<file path="src/jpd_pkg.sv">
`default_nettype none
package jpd_pkg;

   localparam int NUM_BUTTON_SLOTS = 32;
   localparam int CODE_BITS = 8;
   localparam int CODE_WORD_BITS = 64;
   localparam int CODE_WORDS = 4;
   localparam int SLOT_CODE_BITS = CODE_WORDS * CODE_WORD_BITS;
   localparam int CSR_ADDR_BITS = 3;
   localparam int CSR_DATA_BITS = 64;

   localparam int STEP_BITS = 10;
   localparam int COUNT_BITS = 32;
   localparam int AXIS_BITS = 7;

   localparam int REQ_DATA_BITS = 24;
   localparam int RSP_DATA_BITS = 120;
   localparam int RSP_USED_BITS =
      STEP_BITS + 2 * COUNT_BITS + AXIS_BITS + NUM_BUTTON_SLOTS;

   localparam logic [CSR_ADDR_BITS-1:0] REG_STEP_BUTTON = 3'd0;
   localparam logic [CSR_ADDR_BITS-1:0] REG_CODES_WORD0 = 3'd1;
   localparam logic [CSR_ADDR_BITS-1:0] REG_CODES_WORD1 = 3'd2;
   localparam logic [CSR_ADDR_BITS-1:0] REG_CODES_WORD2 = 3'd3;
   localparam logic [CSR_ADDR_BITS-1:0] REG_CODES_WORD3 = 3'd4;
   localparam logic [CSR_ADDR_BITS-1:0] REG_SLOT_ENABLE = 3'd5;

   localparam logic [CODE_BITS-1:0] AXIS_IDLE = 8'h00;
   localparam logic [CODE_BITS-1:0] AXIS_X    = 8'h11;
   localparam logic [CODE_BITS-1:0] AXIS_Y    = 8'h12;
   localparam logic [CODE_BITS-1:0] AXIS_Z    = 8'h13;
   localparam logic [CODE_BITS-1:0] AXIS_A    = 8'h18;
   localparam logic [CODE_BITS-1:0] AXIS_SPIN = 8'h14;
   localparam logic [CODE_BITS-1:0] AXIS_RATE = 8'h15;

   localparam logic [STEP_BITS-1:0] STEP_1    = 10'd1;
   localparam logic [STEP_BITS-1:0] STEP_10   = 10'd10;
   localparam logic [STEP_BITS-1:0] STEP_100  = 10'd100;
   localparam logic [STEP_BITS-1:0] STEP_1000 = 10'd1000;

   typedef struct packed {
      logic [CODE_BITS-1:0]        step_key_code;
      logic [SLOT_CODE_BITS-1:0]   slot_codes;
      logic [NUM_BUTTON_SLOTS-1:0] slot_enable;
   } cfg_type;

   typedef struct packed {
      logic signed [CODE_BITS-1:0] wheel_delta;
      logic [CODE_BITS-1:0]        axis_code;
      logic [CODE_BITS-1:0]        key_code;
   } item_type;

   typedef struct packed {
      logic [1:0]                  step_index;
      logic [COUNT_BITS-1:0]       jog_total;
   } state_type;

   typedef struct packed {
      logic [NUM_BUTTON_SLOTS-1:0] buttons_pressed;
      logic [AXIS_BITS-1:0]        axis_enables;
      logic signed [COUNT_BITS-1:0] jog_count_negated;
      logic signed [COUNT_BITS-1:0] jog_count;
      logic [STEP_BITS-1:0]        step_size;
   } result_type;

   function automatic logic [STEP_BITS-1:0] step_lookup(input logic [1:0] idx);
      logic [STEP_BITS-1:0] size;
      case (idx)
         2'd0:    size = STEP_1;
         2'd1:    size = STEP_10;
         2'd2:    size = STEP_100;
         default: size = STEP_1000;
      endcase
      return size;
   endfunction

   function automatic logic [AXIS_BITS-1:0] axis_lookup(input logic [CODE_BITS-1:0] code);
      logic [AXIS_BITS-1:0] onehot;
      case (code)
         AXIS_IDLE: onehot = 7'b000_0001;
         AXIS_X:    onehot = 7'b000_0010;
         AXIS_Y:    onehot = 7'b000_0100;
         AXIS_Z:    onehot = 7'b000_1000;
         AXIS_A:    onehot = 7'b001_0000;
         AXIS_RATE: onehot = 7'b010_0000;
         AXIS_SPIN: onehot = 7'b100_0000;
         default:   onehot = '0;
      endcase
      return onehot;
   endfunction

endpackage
`default_nettype wire

</file>
<file path="src/jpd_csr.sv">
`default_nettype none
module jpd_csr (
   input  wire logic                               clock,
   input  wire logic                               reset,
   input  wire logic                               csr_we,
   input  wire logic [jpd_pkg::CSR_ADDR_BITS-1:0]  csr_addr,
   input  wire logic [jpd_pkg::CSR_DATA_BITS-1:0]  csr_wdata,
   output jpd_pkg::cfg_type                        cfg
);

   jpd_pkg::cfg_type cfg_ff;
   jpd_pkg::cfg_type cfg_in;

   always_comb begin
      cfg_in = cfg_ff;
      if (csr_we) begin
         case (csr_addr)
            jpd_pkg::REG_STEP_BUTTON:
               cfg_in.step_key_code = csr_wdata[jpd_pkg::CODE_BITS-1:0];
            jpd_pkg::REG_CODES_WORD0:
               cfg_in.slot_codes[0*jpd_pkg::CODE_WORD_BITS +: jpd_pkg::CODE_WORD_BITS] =
                  csr_wdata;
            jpd_pkg::REG_CODES_WORD1:
               cfg_in.slot_codes[1*jpd_pkg::CODE_WORD_BITS +: jpd_pkg::CODE_WORD_BITS] =
                  csr_wdata;
            jpd_pkg::REG_CODES_WORD2:
               cfg_in.slot_codes[2*jpd_pkg::CODE_WORD_BITS +: jpd_pkg::CODE_WORD_BITS] =
                  csr_wdata;
            jpd_pkg::REG_CODES_WORD3:
               cfg_in.slot_codes[3*jpd_pkg::CODE_WORD_BITS +: jpd_pkg::CODE_WORD_BITS] =
                  csr_wdata;
            jpd_pkg::REG_SLOT_ENABLE:
               cfg_in.slot_enable = csr_wdata[jpd_pkg::NUM_BUTTON_SLOTS-1:0];
            default: ;
         endcase
      end
   end

   always_ff @(posedge clock) begin
      if (reset) begin
         cfg_ff <= '0;
      end else begin
         cfg_ff <= cfg_in;
      end
   end

   assign cfg = cfg_ff;

endmodule
`default_nettype wire

</file>
<file path="src/jpd_decode.sv">
`default_nettype none
module jpd_decode (
   input  wire jpd_pkg::cfg_type    cfg,
   input  wire jpd_pkg::item_type   item,
   input  wire jpd_pkg::state_type  state,
   output jpd_pkg::state_type       state_next,
   output jpd_pkg::result_type      result
);

   logic                                   step_hit;
   logic [jpd_pkg::COUNT_BITS-1:0]         delta_ext;
   logic [jpd_pkg::NUM_BUTTON_SLOTS-1:0]   pressed;

   assign step_hit = (cfg.step_key_code != '0) &&
                     (item.key_code == cfg.step_key_code);

   assign delta_ext = {{(jpd_pkg::COUNT_BITS-jpd_pkg::CODE_BITS)
                          {item.wheel_delta[jpd_pkg::CODE_BITS-1]}},
                       item.wheel_delta};

   for (genvar i = 0; i < jpd_pkg::NUM_BUTTON_SLOTS; i++) begin : g_slot
      assign pressed[i] = cfg.slot_enable[i] &&
         (cfg.slot_codes[i*jpd_pkg::CODE_BITS +: jpd_pkg::CODE_BITS] == item.key_code);
   end

   always_comb begin
      state_next.step_index = step_hit ? state.step_index + 2'd1 : state.step_index;
      state_next.jog_total  = state.jog_total + delta_ext;
   end

   always_comb begin
      result.step_size         = jpd_pkg::step_lookup(state_next.step_index);
      result.jog_count         = state_next.jog_total;
      result.jog_count_negated = '0 - state_next.jog_total;
      result.axis_enables      = jpd_pkg::axis_lookup(item.axis_code);
      result.buttons_pressed   = pressed;
   end

endmodule
`default_nettype wire

</file>
<file path="src/jog_pendant_report_decoder_core.sv">
// Jog pendant report decoder.
// Each item on the req_ channel is one pendant report: the button code, the
// axis selector code and the signed wheel delta. Each report gives exactly one
// item on the rsp_ channel: the step size, the running jog count and its
// negation, a one-hot or zero axis enable and the vector of pressed button slots.
// A report is captured in an input register, decoded combinationally against
// the held step index and jog count, and loaded into the result register,
// which drives rsp_tvalid; the held step index and count update with it.
// One report is taken every cycle while the receiver keeps rsp_tready high; the
// update of the step index and the 32-bit count in the decoder sets that rate.
// The csr_ port writes the step button code, the four words of slot codes and
// the slot enables; the user writes it only while no report is in flight, and
// the block does not enforce that. Reset clears the configuration, the step
// index (step size one), the jog count and both pipeline stages.
// When the receiver holds rsp_tready low, the result stays in place, the input
// register fills, and then req_tready drops until the result is taken.
`default_nettype none
module jog_pendant_report_decoder_core (
   input  wire logic                               clock,
   input  wire logic                               reset,
   input  wire logic                               req_tvalid,
   output      logic                               req_tready,
   // key_code [7:0], axis_code [15:8], wheel_delta [23:16]
   input  wire logic [jpd_pkg::REQ_DATA_BITS-1:0]  req_tdata,
   output      logic                               rsp_tvalid,
   input  wire logic                               rsp_tready,
   // step_size [9:0], jog_count [41:10], jog_count_negated [73:42],
   // axis_enables [80:74], buttons_pressed [112:81], zero [119:113]
   output      logic [jpd_pkg::RSP_DATA_BITS-1:0]  rsp_tdata,
   input  wire logic                               csr_we,
   input  wire logic [jpd_pkg::CSR_ADDR_BITS-1:0]  csr_addr,
   input  wire logic [jpd_pkg::CSR_DATA_BITS-1:0]  csr_wdata
);

   jpd_pkg::cfg_type    cfg;
   jpd_pkg::item_type   item_ff;
   jpd_pkg::state_type  state_ff;
   jpd_pkg::state_type  state_in;
   jpd_pkg::result_type result_ff;
   jpd_pkg::result_type result_in;
   logic                item_valid_ff;
   logic                rsp_valid_ff;
   logic                rsp_load;
   logic                req_take;

   jpd_csr u_csr (
      .clock     (clock),
      .reset     (reset),
      .csr_we    (csr_we),
      .csr_addr  (csr_addr),
      .csr_wdata (csr_wdata),
      .cfg       (cfg)
   );

   jpd_decode u_decode (
      .cfg        (cfg),
      .item       (item_ff),
      .state      (state_ff),
      .state_next (state_in),
      .result     (result_in)
   );

   assign rsp_load   = item_valid_ff && (!rsp_valid_ff || rsp_tready);
   assign req_tready = !item_valid_ff || rsp_load;
   assign req_take   = req_tvalid && req_tready;

   always_ff @(posedge clock) begin
      if (reset) begin
         item_valid_ff <= 1'b0;
         rsp_valid_ff  <= 1'b0;
         state_ff      <= '0;
      end else begin
         if (req_tready) begin
            item_valid_ff <= req_tvalid;
         end
         if (rsp_load) begin
            rsp_valid_ff <= 1'b1;
            state_ff     <= state_in;
         end else if (rsp_tready) begin
            rsp_valid_ff <= 1'b0;
         end
      end
   end

   always_ff @(posedge clock) begin
      if (req_take) begin
         item_ff <= req_tdata;
      end
      if (rsp_load) begin
         result_ff <= result_in;
      end
   end

   assign rsp_tvalid = rsp_valid_ff;
   assign rsp_tdata  = {{(jpd_pkg::RSP_DATA_BITS-jpd_pkg::RSP_USED_BITS){1'b0}}, result_ff};

   a_reset_empty: assert property (@(posedge clock) reset |=> !rsp_tvalid)
      else $error("Result pending right after reset.");

   a_axis_onehot: assert property (@(posedge clock) disable iff (reset)
      rsp_valid_ff |-> $onehot0(result_ff.axis_enables))
      else $error("Axis enable is not one-hot.");

   a_step_legal: assert property (@(posedge clock) disable iff (reset)
      rsp_valid_ff |-> (result_ff.step_size == jpd_pkg::STEP_1 ||
                        result_ff.step_size == jpd_pkg::STEP_10 ||
                        result_ff.step_size == jpd_pkg::STEP_100 ||
                        result_ff.step_size == jpd_pkg::STEP_1000))
      else $error("Illegal step size.");

   a_negation: assert property (@(posedge clock) disable iff (reset)
      rsp_valid_ff |-> (result_ff.jog_count + result_ff.jog_count_negated == '0))
      else $error("Negated count does not match count.");

   a_count_tracks: assert property (@(posedge clock) disable iff (reset)
      rsp_load |=> (result_ff.jog_count == state_ff.jog_total))
      else $error("Result count differs from held count.");

endmodule
`default_nettype wire

</file>
<file path="config.mk">
export PLATFORM = sky130hd
export DESIGN_NAME = jog_pendant_report_decoder_core
export DESIGN_NICKNAME = d
export VERILOG_FILES = /design/src/jpd_pkg.sv /design/src/jpd_csr.sv /design/src/jpd_decode.sv /design/src/jog_pendant_report_decoder_core.sv
export SDC_FILE = /design/constraint.sdc
export NUM_CORES = 1
export LEC_CHECK = 0
export ABC_AREA = 1
export BUFFER_PORTS_ARGS = -buffer_cell sky130_fd_sc_hd__buf_2
export CAP_MARGIN = 0
export CORE_MARGIN = 1.5
export CORE_UTILIZATION = 40
export CTS_BUF_LIST = sky130_fd_sc_hd__clkbuf_2 sky130_fd_sc_hd__clkbuf_4 sky130_fd_sc_hd__clkbuf_8
export CTS_CLUSTER_DIAMETER = 80
export DETAILED_ROUTE_END_ITERATION = 10
export PLACE_DENSITY = 0.64
export SLEW_MARGIN = 20
export SYNTH_ARGS = -nofsm -noshare
export SYNTH_HDL_FRONTEND = slang
export SYNTH_HIERARCHICAL = 1
export SYNTH_SLANG_ARGS = --single-unit
</file>
<file path="constraint.sdc">
create_clock -name clock -period 6.82 [get_ports clock]
set_input_delay 0.341 -clock clock [delete_from_list [all_inputs] [get_ports clock]]
set_output_delay 0.341 -clock clock [all_outputs]
set_load 0.1 [all_outputs]
</file>
==> results of run 1 <==
-- sequential cells by signal (all words and copies together), names as in the netlist --
name           flops
item_ff           24
item_valid_ff      1
rsp_tdata        113
rsp_tvalid         1
state_ff          34
u_csr/cfg        296
-- synth_stat cells (44+ instances only) --
master,n
nor2_1,727
nand2_1,721
nand3_1,418
dfxtp_1,332
inv_1,309
edfxtp_1,137
xor2_1,101
clkbuf_1,79
a21oi_1,76
buf_2,68
buf_4,45
o21ai_0,44
o22ai_1,44
-- cell type report --
type	count	share of cell area, %
antenna	2	0.0179
clock buffer	135	5.94
clock inverter	20	0.916
inverter	331	4.46
multi-input combinational	2396	41.1
sequential	469	38.4
tap	782	3.49
timing repair buffer	267	5.64
-- timing repair --
action	in CTS	in global routing
endpoints found under the setup margin	0	0
buffers inserted	0	0
endpoints found under the hold margin	26	0
hold buffers	27	0
-- through the flow --
| stage | cell area (sq um) | std cells | hold slack [ps] | power, mW |
|---|---|---|---|---|
| floorplan | 24600 | 3421 | 410 | 4.26 |
| global placement | 25800 | 4217 | 461 | 4.53 |
| detailed placement | 25800 | 4217 | 471 | 4.54 |
| CTS | 28000 | 4399 | 0.439 | 7.52 |
| global route | 28000 | 4401 | 52.4 | 7.79 |
| finish | 28000 | 4402 | 55.2 | 7.47 |
-- power groups by stage --
stage / clock network, mW / logic (mW) / registers (mW)
after floorplan: 0 / 0.826 / 3.43
after global placement: 0 / 1.38 / 3.15
after detailed placement: 0 / 1.38 / 3.15
after CTS: 3.03 / 1.40 / 3.10
after global routing: 3.15 / 1.54 / 3.11
final: 2.96 / 1.41 / 3.09
-- logic make-up (layout without fill, tap and decap cells) --
logic type / after synthesis / after routing / share of synthesized area (%)
buffers and inverters: 556 / 753 / 9.62
flip-flops: 469 / 469 / 43.8
adder cells (fa/ha/maj): 33 / 33 / 1.71
AO/OA/AOI/OAI: 230 / 230 / 5.82
other: 2 / 10 / 0.0306
XOR/XNOR: 138 / 138 / 4.92
AND/OR/NAND/NOR: 1987 / 1987 / 34.1
-- critical path, stage by stage (launching register included) --
cell	delay, ps
edfxtp_1	350
buf_4	250
ha_1	420
nand2_1	140
nor2_1	260
nand3_1	150
nand3_1	190
nand2_1	70
nand2_1	150
inv_1	120
nor2_1	240
nand2_1	160
nor3_2	260
nand3_1	110
nand2_1	70
nand2_1	50
-- routing by layer --
layer | wire [um] | GRT usage [%] | vias to the layer above
li1 | - | - | 11200
met1 | 32000 | 30.1 | 10300
met2 | 35600 | 39.0 | 700
met3 | 4490 | 3.25 | 115
met4 | 1860 | 8.19 | 0
met5 | 0 | 0 | -
-- worst paths after layout --
| check | from | endpoint | slack, ps | depth (start not counted) |
|---|---|---|---|---|
| worst max-delay path | item_ff[23]$_DFFE_PP_ | rsp_tdata[71]$_DFFE_PP_ | 3540 | 15 |
| worst min-delay path | csr_wdata[54] | u_csr/cfg[150]$_SDFFE_PP0P_ | 60 | 5 |
| worst max register to register | item_ff[23]$_DFFE_PP_ | rsp_tdata[71]$_DFFE_PP_ | 3540 | 15 |
| worst min register to register | u_csr/cfg[28]$_SDFFE_PP0P_ | u_csr/cfg[28]$_SDFFE_PP0P_ | 480 | 2 |
==> results.md, run 1 <==
* DR vias at 22,300
* Vias per cell at 5.06
* Hold Path Class: in -> reg
* Initial core utilization at 40.6%
* Clock skew at 48.4 ps
* Slew @ Worst Pin at 1330 ps
* Sequential power share at 41.5%
* Max VDD drop at 126 uV
* First-pass GRT wire length at 114,000 um
* Synth Area per Inst at 7.19 sq um
* Fill cells at 6,227
* Post-synth EDFFs at 137
* Post-Syn Area at 0.0246 sq mm
* RSZ-0062 raised after global routing: false
* Async S/R FF share, synth at 0%
* Final core area utilization at 46.3%
* Tmin final at 3280 ps
* Post-synth top area share at 27.1%
* I/O Buffers at 210
* FF/Latch Area at 0.0108 sq mm
* Largest net degree at the start of global routing at 233
* CP Max Fanout at 25
* Row count at 90
* Num CTS Buffers at 83
* Sw Share at 31.4%
* Most common cell after layout, fill and taps aside: nor2_1
* Final net count at 3,677
* Switching power at 2.35 mW
* Cts repair resizes at 0
* Critical path required time at 7240 ps
* Die area at 0.0629 sq mm
* TritonCTS clock tree: done
* Pwr/cell area at 267 mW/mm^2
* Most frequent cells in the layout: nor2_1, nand2_1, nand3_1, dfxtp_1, inv_1
* Cell taking the most area after synthesis: dfxtp_1
* Slew Limit Fails at 0
* WL per Instance at 16.8 um
* Final count of hold timing violations at 0
* Post-Synthesis Cells at 3,415
* Final Wtd Congestion at 0.893
* Area Growth Syn to Fin at 14.1%
* # DRC at 0
* Worst skew pair latency at 690 ps
* Fraction of layout cells with a size suffix above 1 at 12.9%
* Combinational share of power at 18.9%
* Pleak at 12.5 nW
* Num Clock Sinks at 469
* Total length of routed wires at 74,000 um
* Ranking of synthesized cells by area: dfxtp_1, edfxtp_1, nor2_1
* Multi-input logic area at 0.0115 sq mm
* Crit end category: flip-flop
* Critical path launch point type: flip-flop
* Die Y at 251 um
* Vias in the first global route at 20,500
* ANT nets after route at 0
* IO Count at 218
* Synthesis warning total at 6
* Worst Setup Slack, final at 3540 ps
* Synth Register Bits at 469
* Slew headroom at 11.7%
* Distinct cell type count after synthesis at 42
* Fmax at 305 MHz
* Sequential area share after synthesis at 43.8%
* 1st-iter DRT viols at 1,848
* P_int at 5.12 mW
* Core area at 0.0605 sq mm
* Crit path DAT at 3690 ps
* Buffers from clock root to sink, at most at 3
* Clock share of power at 39.7%
* Main synth FF type: dfxtp_1
* Clk slew on worst S/H paths at 60 ps
* DR pass1 iterations at 5
* H-Tree Level Count at 3
* Gr usage total at 23.1%
* Final worst-path cycle share at 48.1%
* Worst slack, placed at 3610 ps
* Total negative slack at 0 ps
* Status: complete, no violations
* Die Span X at 251 um
* WS Path Type: reg -> reg
* Final setup fails at 0
* Grt total ovfl at 0
* Max-cap viol count at 0
* Root buf cell: clkbuf_8
* Antenna violations before repair at 5
* DP HPWL at 46,600 um
No activity file was read; power rests on OpenSTA's default activity.
==> run 2, diff against run 1 <==
clock period = 2.9 ns   (was 6.82 ns; I/O delays follow)
==> run 2 against run 1 <==
Worst hold slack improved by 47 ps. Final cell count up 3.6%. Power is 140% higher.
==> results.md, run 2 (same netlist as run 1, synthesis figures left out) <==
* Status: complete, no violations
* DR vias at 23,100
* Multi-input logic area at 0.0119 sq mm
* FF/Latch Area at 0.0108 sq mm
* Max reg flops at 296
* Critical path required time at 3340 ps
* 1st-iter DRT viols at 1,662
* Hold Path Class: in -> reg
* IO Count at 218
* Final worst-path cycle share at 97.0%
* Max-cap viol count at 0
* Worst skew pair latency at 710 ps
* Vias in the first global route at 21,600
* First-pass GRT wire length at 118,000 um
* Clk slew on worst S/H paths at 60 ps
* Initial core utilization at 40.6%
* Largest net degree at the start of global routing at 112
* Final Wtd Congestion at 0.941
* Slew Limit Fails at 0
* Num CTS Buffers at 82
* Slew @ Worst Pin at 1040 ps
* Crit end category: flip-flop
* Buffers from clock root to sink, at most at 3
* Fmax at 355 MHz
* Fill cells at 6,062
* Slew headroom at 29.2%
* Die Y at 251 um
* Most common cell after layout, fill and taps aside: nand2_1
* CP Max Fanout at 4
* Die Span X at 251 um
* Antenna violations before repair at 3
* Root buf cell: clkbuf_8
* Area Growth Syn to Fin at 21.5%
* Gr usage total at 23.8%
* H-Tree Level Count at 3
* Total length of routed wires at 76,000 um
* Tmin final at 2810 ps
* Die area at 0.0629 sq mm
* DP HPWL at 50,400 um
* RSZ-0062 raised after global routing: true
* Pleak at 13.3 nW
* DR pass1 iterations at 6
* Row count at 90
* Num Clock Sinks at 469
* Critical path launch point type: flip-flop
* Grt total ovfl at 0
* Worst Setup Slack, final at 86.3 ps
* # DRC at 0
* Pwr/cell area at 589 mW/mm^2
* Fraction of layout cells with a size suffix above 1 at 16.7%
* TritonCTS clock tree: done
* Worst slack, placed at -6.52 ps
* Final net count at 3,838
* Core area at 0.0605 sq mm
* Crit path DAT at 3260 ps
* Vias per cell at 5.06
* ANT nets after route at 0
* WS Path Type: reg -> reg
* I/O Buffers at 210
* Clock skew at 68.0 ps
* Final count of hold timing violations at 0
* Max VDD drop at 335 uV
* Final setup fails at 0
* WL per Instance at 16.7 um
* Most frequent cells in the layout: nand2_1, nor2_1, nand3_1, dfxtp_1, inv_1
* Final hold slack at 102 ps
## run 2: timing repair
item                                    in CTS  in global routing
setup buffers                                0                  5
endpoints found under the setup margin       4                 20
pin swaps                                    0                  9
endpoints found under the hold margin      316                  0
gates resized for setup                      2                 92
hold buffers                                94                  0
## run 2: cell type report
type | instances | share of cell area (%)
Multi-Input combinational cell | 2396 | 40.0
Sequential cell | 469 | 36.1
Timing Repair Buffer | 429 | 10.5
Clock buffer | 121 | 4.99
Inverter | 331 | 4.19
Tap cell | 782 | 3.28
Clock inverter | 31 | 0.952
Antenna cell | 3 | 0.0252
## run 2: metal layers
layer | share of wire [%] | GRT usage, % | vias to the layer above
met2 | 48 | 40.2 | 719
met5 | 0.017 | 0 | -
li1 | - | - | 11500
met4 | 3.5 | 9.94 | 2
met3 | 5.9 | 3.82 | 165
met1 | 43 | 30.2 | 10700
## run 2: critical path, cell delays in order, from the launching register on
cell and delay (ps):
edfxtp_1 370, ha_4 170, inv_1 60, fa_2 540, ha_1 170, inv_1 70, nor2_4 130, nand3_2 100
nor2_4 150, nand3_2 110, nor2_4 160, nand2_2 100, nor2_4 190, nand2_1 80, xor2_1 140
## run 2: path summary, 6_finish.rpt
| check | start | end | slack (ps) | cells past startpoint |
|---|---|---|---|---|
| hold reg to reg | u_csr/cfg[8]$_SDFFE_PP0P_ | u_csr/cfg[8]$_SDFFE_PP0P_ | 480 | 2 |
| hold / removal | csr_addr[2] | u_csr/cfg[88]$_SDFFE_PP0P_ | 100 | 6 |
| setup reg to reg | item_ff[16]$_DFFE_PP_ | rsp_tdata[64]$_DFFE_PP_ | 90 | 14 |
| setup / recovery | item_ff[16]$_DFFE_PP_ | rsp_tdata[64]$_DFFE_PP_ | 90 | 14 |
## run 2: where the power goes
| part | total, mW | switching, mW | internal [mW] |
|---|---|---|---|
| Sequential | 7.29 | 0.185 | 7.11 |
| Combinational | 3.75 | 2.61 | 1.13 |
| Clock | 6.54 | 2.92 | 3.62 |
| Total | 17.6 | 5.72 | 11.9 |
## run 2: metrics by stage
step / total power [mW] / instance area (sq um) / utilization (%) / setup TNS (ps) / std cells
6_report: 17.6 / 29800 / 49.4 / 0 / 4562
5_1_grt: 18.4 / 29800 / 49.3 / -383 / 4560
4_1_cts: 17.6 / 29400 / 48.6 / 0 / 4554
3_5_place_dp: 10.9 / 26700 / 44.1 / -6.52 / 4308
3_3_place_gp: 10.9 / 26700 / 44.1 / 0 / 4308
2_1_floorplan: 10.0 / 24600 / - / 0 / 3421
==> run 3, diff against run 2 <==
PLACE_DENSITY = 0.65   (was 0.64)
SYNTH_HIERARCHICAL = not set   (was 1)
==> run 3 against run 2 <==
Sequential share of layout area increased by 1.7 points. Critical path type unchanged. Die area fell by 9.5%. Largest cell class is now flip-flops and latches. First-iteration DRC count increased by 0.48%.
==> results.md, run 3 <==
* TritonCTS clock tree: done
* Fmax at 358 MHz
* Hold Path Sink: u_csr.cfg[149]$_SDFFE_PP0P_
* Core area at 0.0550 sq mm
* Post-synth top cells: nor2_1, nand2_1, o21ai_0
* Hold Startpoint: csr_addr[1]
* Final Wtd Congestion at 0.906
* DR pass1 iterations at 5
* Most frequent cells in the layout: nor2_1, nand2_1, o21ai_0, dfxtp_1, inv_1
* Post-Syn Area at 0.0222 sq mm
* Top sig layer: met5
* Pwr/cell area at 616 mW/mm^2
* Synthesis warning total at 0
* P_int at 11.8 mW
* Async S/R FF share, synth at 0%
* Fraction of layout cells with a size suffix above 1 at 19.9%
* Worst skew pair latency at 690 ps
* DR WL met3 at 4450 um
* I/O Buffers at 209
* Worst slack, placed at 0.973 ps
* Antenna violations before repair at 3
* Distinct cell type count after synthesis at 43
* Final worst-path cycle share at 96.4%
* Total length of routed wires at 68,800 um
* Met2 wire length at 31,600 um
* Critical path required time at 3320 ps
* DR vias at 20,500
* Worst r2r dst: rsp_tdata[73]$_DFFE_PP_
* Largest net degree at the start of global routing at 75
* Die Y at 239 um
* Slew @ Worst Pin at 688 ps
* Hold path cells at 3
* Sequential power share at 41.6%
* Crit path top cell by count: nand2_1
* R2R Setup Slk at 100 ps
* Hold Path Class: in -> reg
* Vias per cell at 5.10
* Most common cell after layout, fill and taps aside: nor2_1
* ANT nets after route at 0
* 1st-iter DRT viols at 1,670
* Post-Synthesis Cells at 2,854
* Worst r2r src: item_ff[23]$_DFFE_PP_
* Combinational share of power at 20.0%
* Root buf cell: clkbuf_8
* RSZ-0062 raised after global routing: true
* Vias in the first global route at 19,200
* Clock share of power at 38.3%
* Initial core utilization at 40.4%
* CP max-delay cell: edfxtp_1
* Max VDD drop at 479 uV
* WS Path Type: reg -> reg
* Worst reg2reg path depth at 17
* First-pass GRT wire length at 105,000 um
* Worst path max stage delay at 380 ps
* Grt total ovfl at 0
* Critical path launch point type: flip-flop
* Switching power at 5.46 mW
* Num CTS Buffers at 81
* Post-synth EDFFs at 132
* Main synth FF type: dfxtp_1
* Clock skew at 32.4 ps
* Tmin final at 2800 ps
* Status: complete, no violations
* Crit end category: flip-flop
* Worst-path cell chain: buf_6, clkbuf_16, ha_4, nand2_4, inv_1, nand2_1, nand2_1, inv_2, nand3_2, nand2_2, nand2_4, nor2_4, nand3_4, nor2_4, nand3_4, o21ai_2, nand2_1
* Non-filler instance count after layout at 4,022
* Row count at 86
* Num Clock Sinks at 464
* Sequential area share after synthesis at 47.8%
* DP HPWL at 44,900 um
* Sw Share at 31.6%
* Pleak at 12.0 nW
* Die Span X at 239 um
* Area Growth Syn to Fin at 26.4%
* Total negative slack at 0 ps
* Max-cap viol count at 0
* Post-synth top area share at 29.9%
* IO Count at 218
* Final count of hold timing violations at 0
* Final hold slack at 70.8 ps
* Gr usage total at 23.6%
* Slew Limit Fails at 0
* Buffers from clock root to sink, at most at 3
* Ranking of synthesized cells by area: dfxtp_1, edfxtp_1, nor2_1
* # DRC at 0
* Crit path DAT at 3220 ps
* Dpl cells at 3,764
* Dominant cell by count in the synthesized netlist: nor2_1
* Cell taking the most area after synthesis: dfxtp_1
* CP Max Fanout at 6
* M1 WL at 30,400 um
* Clk slew on worst S/H paths at 60 ps
* Worst Setup Slack, final at 104 ps
* H-Tree Level Count at 3
* Synth Area per Inst at 7.78 sq um
* Final net count at 3,335
* Die area at 0.0569 sq mm
* Synth Register Bits at 464
* Slew headroom at 52.9%
* Max reg flops at 296
* WL per Instance at 17.1 um
* Final setup fails at 0
[run 3: cell count changes in the layout (fill, tap and decap cells not counted), moves of 27 or more]
cell,previous run,this run
nand3_1,415,76
o21ai_0,44,337
nor2_1,693,489
o211ai_1,0,27
a21oi_1,71,122
nand2_1,704,371
[run 3: how the worst max path moves through the flow]
stage / from / endpoint / slack (ps) / cells past startpoint
6_report: item_ff[23]$_DFFE_PP_ / rsp_tdata[73]$_DFFE_PP_ / 100 / 17
5_1_grt: item_ff[23]$_DFFE_PP_ / rsp_tdata[73]$_DFFE_PP_ / -60 / 17
4_1_cts: item_ff[23]$_DFFE_PP_ / rsp_tdata[73]$_DFFE_PP_ / 3 / 15
3_5_place_dp: item_ff[23]$_DFFE_PP_ / rsp_tdata[72]$_DFFE_PP_ / 1 / 16
3_3_place_gp: item_ff[23]$_DFFE_PP_ / rsp_tdata[72]$_DFFE_PP_ / 70 / 16
2_1_floorplan: item_ff[23]$_DFFE_PP_ / rsp_tdata[71]$_DFFE_PP_ / 120 / 15
[run 3: critical path: cells and delay by family, from the launching register on]
family,cells,cell delay [ps]
flops,1,380
simple gates,11,1270
fa+ha+maj,1,250
compound gates,1,150
buf+inv,4,490
[run 3: kinds of logic (layout without fill, tap and decap cells)]
| kind of cell | Yosys count | after routing | synth area share (%) |
|---|---|---|---|
| compound gates | 633 | 633 | 16.0 |
| other cells | 1 | 10 | 0.0169 |
| flops | 464 | 464 | 47.8 |
| simple gates | 1138 | 1138 | 21.5 |
| buf+inv | 466 | 877 | 8.10 |
| xor+xnor | 119 | 119 | 4.73 |
| fa+ha+maj | 33 | 33 | 1.89 |
[run 3: final cells by class]
type / count / area [sq um]
Antenna cell: 2 / 5.00
Clock buffer: 121 / 1530
Clock inverter: 28 / 273
Fill cell: 5217 / 26900
Inverter: 309 / 1170
Multi-Input combinational cell: 1931 / 10500
Sequential cell: 464 / 10600
Tap cell: 748 / 936
Timing Repair Buffer: 419 / 3030
[run 3: through the flow]
step	util (%)	instance area [sq um]	power [mW]
floorplan	-	22200	9.51
global placement	44.6	24500	10.4
detailed placement	44.6	24500	10.4
CTS	49.6	27300	17.2
global route	51.1	28100	18.0
finish	51.1	28100	17.3
[run 3: power by group through the flow]
stage | combinational [mW] | clock [mW] | sequential (mW)
6_report | 3.47 | 6.63 | 7.20
4_1_cts | 3.21 | 6.77 | 7.19
3_3_place_gp | 3.08 | 0 | 7.33
3_5_place_dp | 3.10 | 0 | 7.33
5_1_grt | 3.74 | 7.04 | 7.23
2_1_floorplan | 1.50 | 0 | 8.01
[run 3: routing by layer]
metal	vias up	GRT usage [%]
met1	9490	30.9
li1	10200	-
met5	-	0
met3	170	4.40
met2	691	38.7
met4	2	8.63
[run 3: timing repair]
action                                 4_1_cts  5_1_grt
cloned                                       0        3
gates resized for setup                      2      155
buffers inserted                             0       10
setup endpoints to repair                    2       16
endpoints found under the hold margin      324        0
pin swaps                                    0       28
hold buffers                                94        0
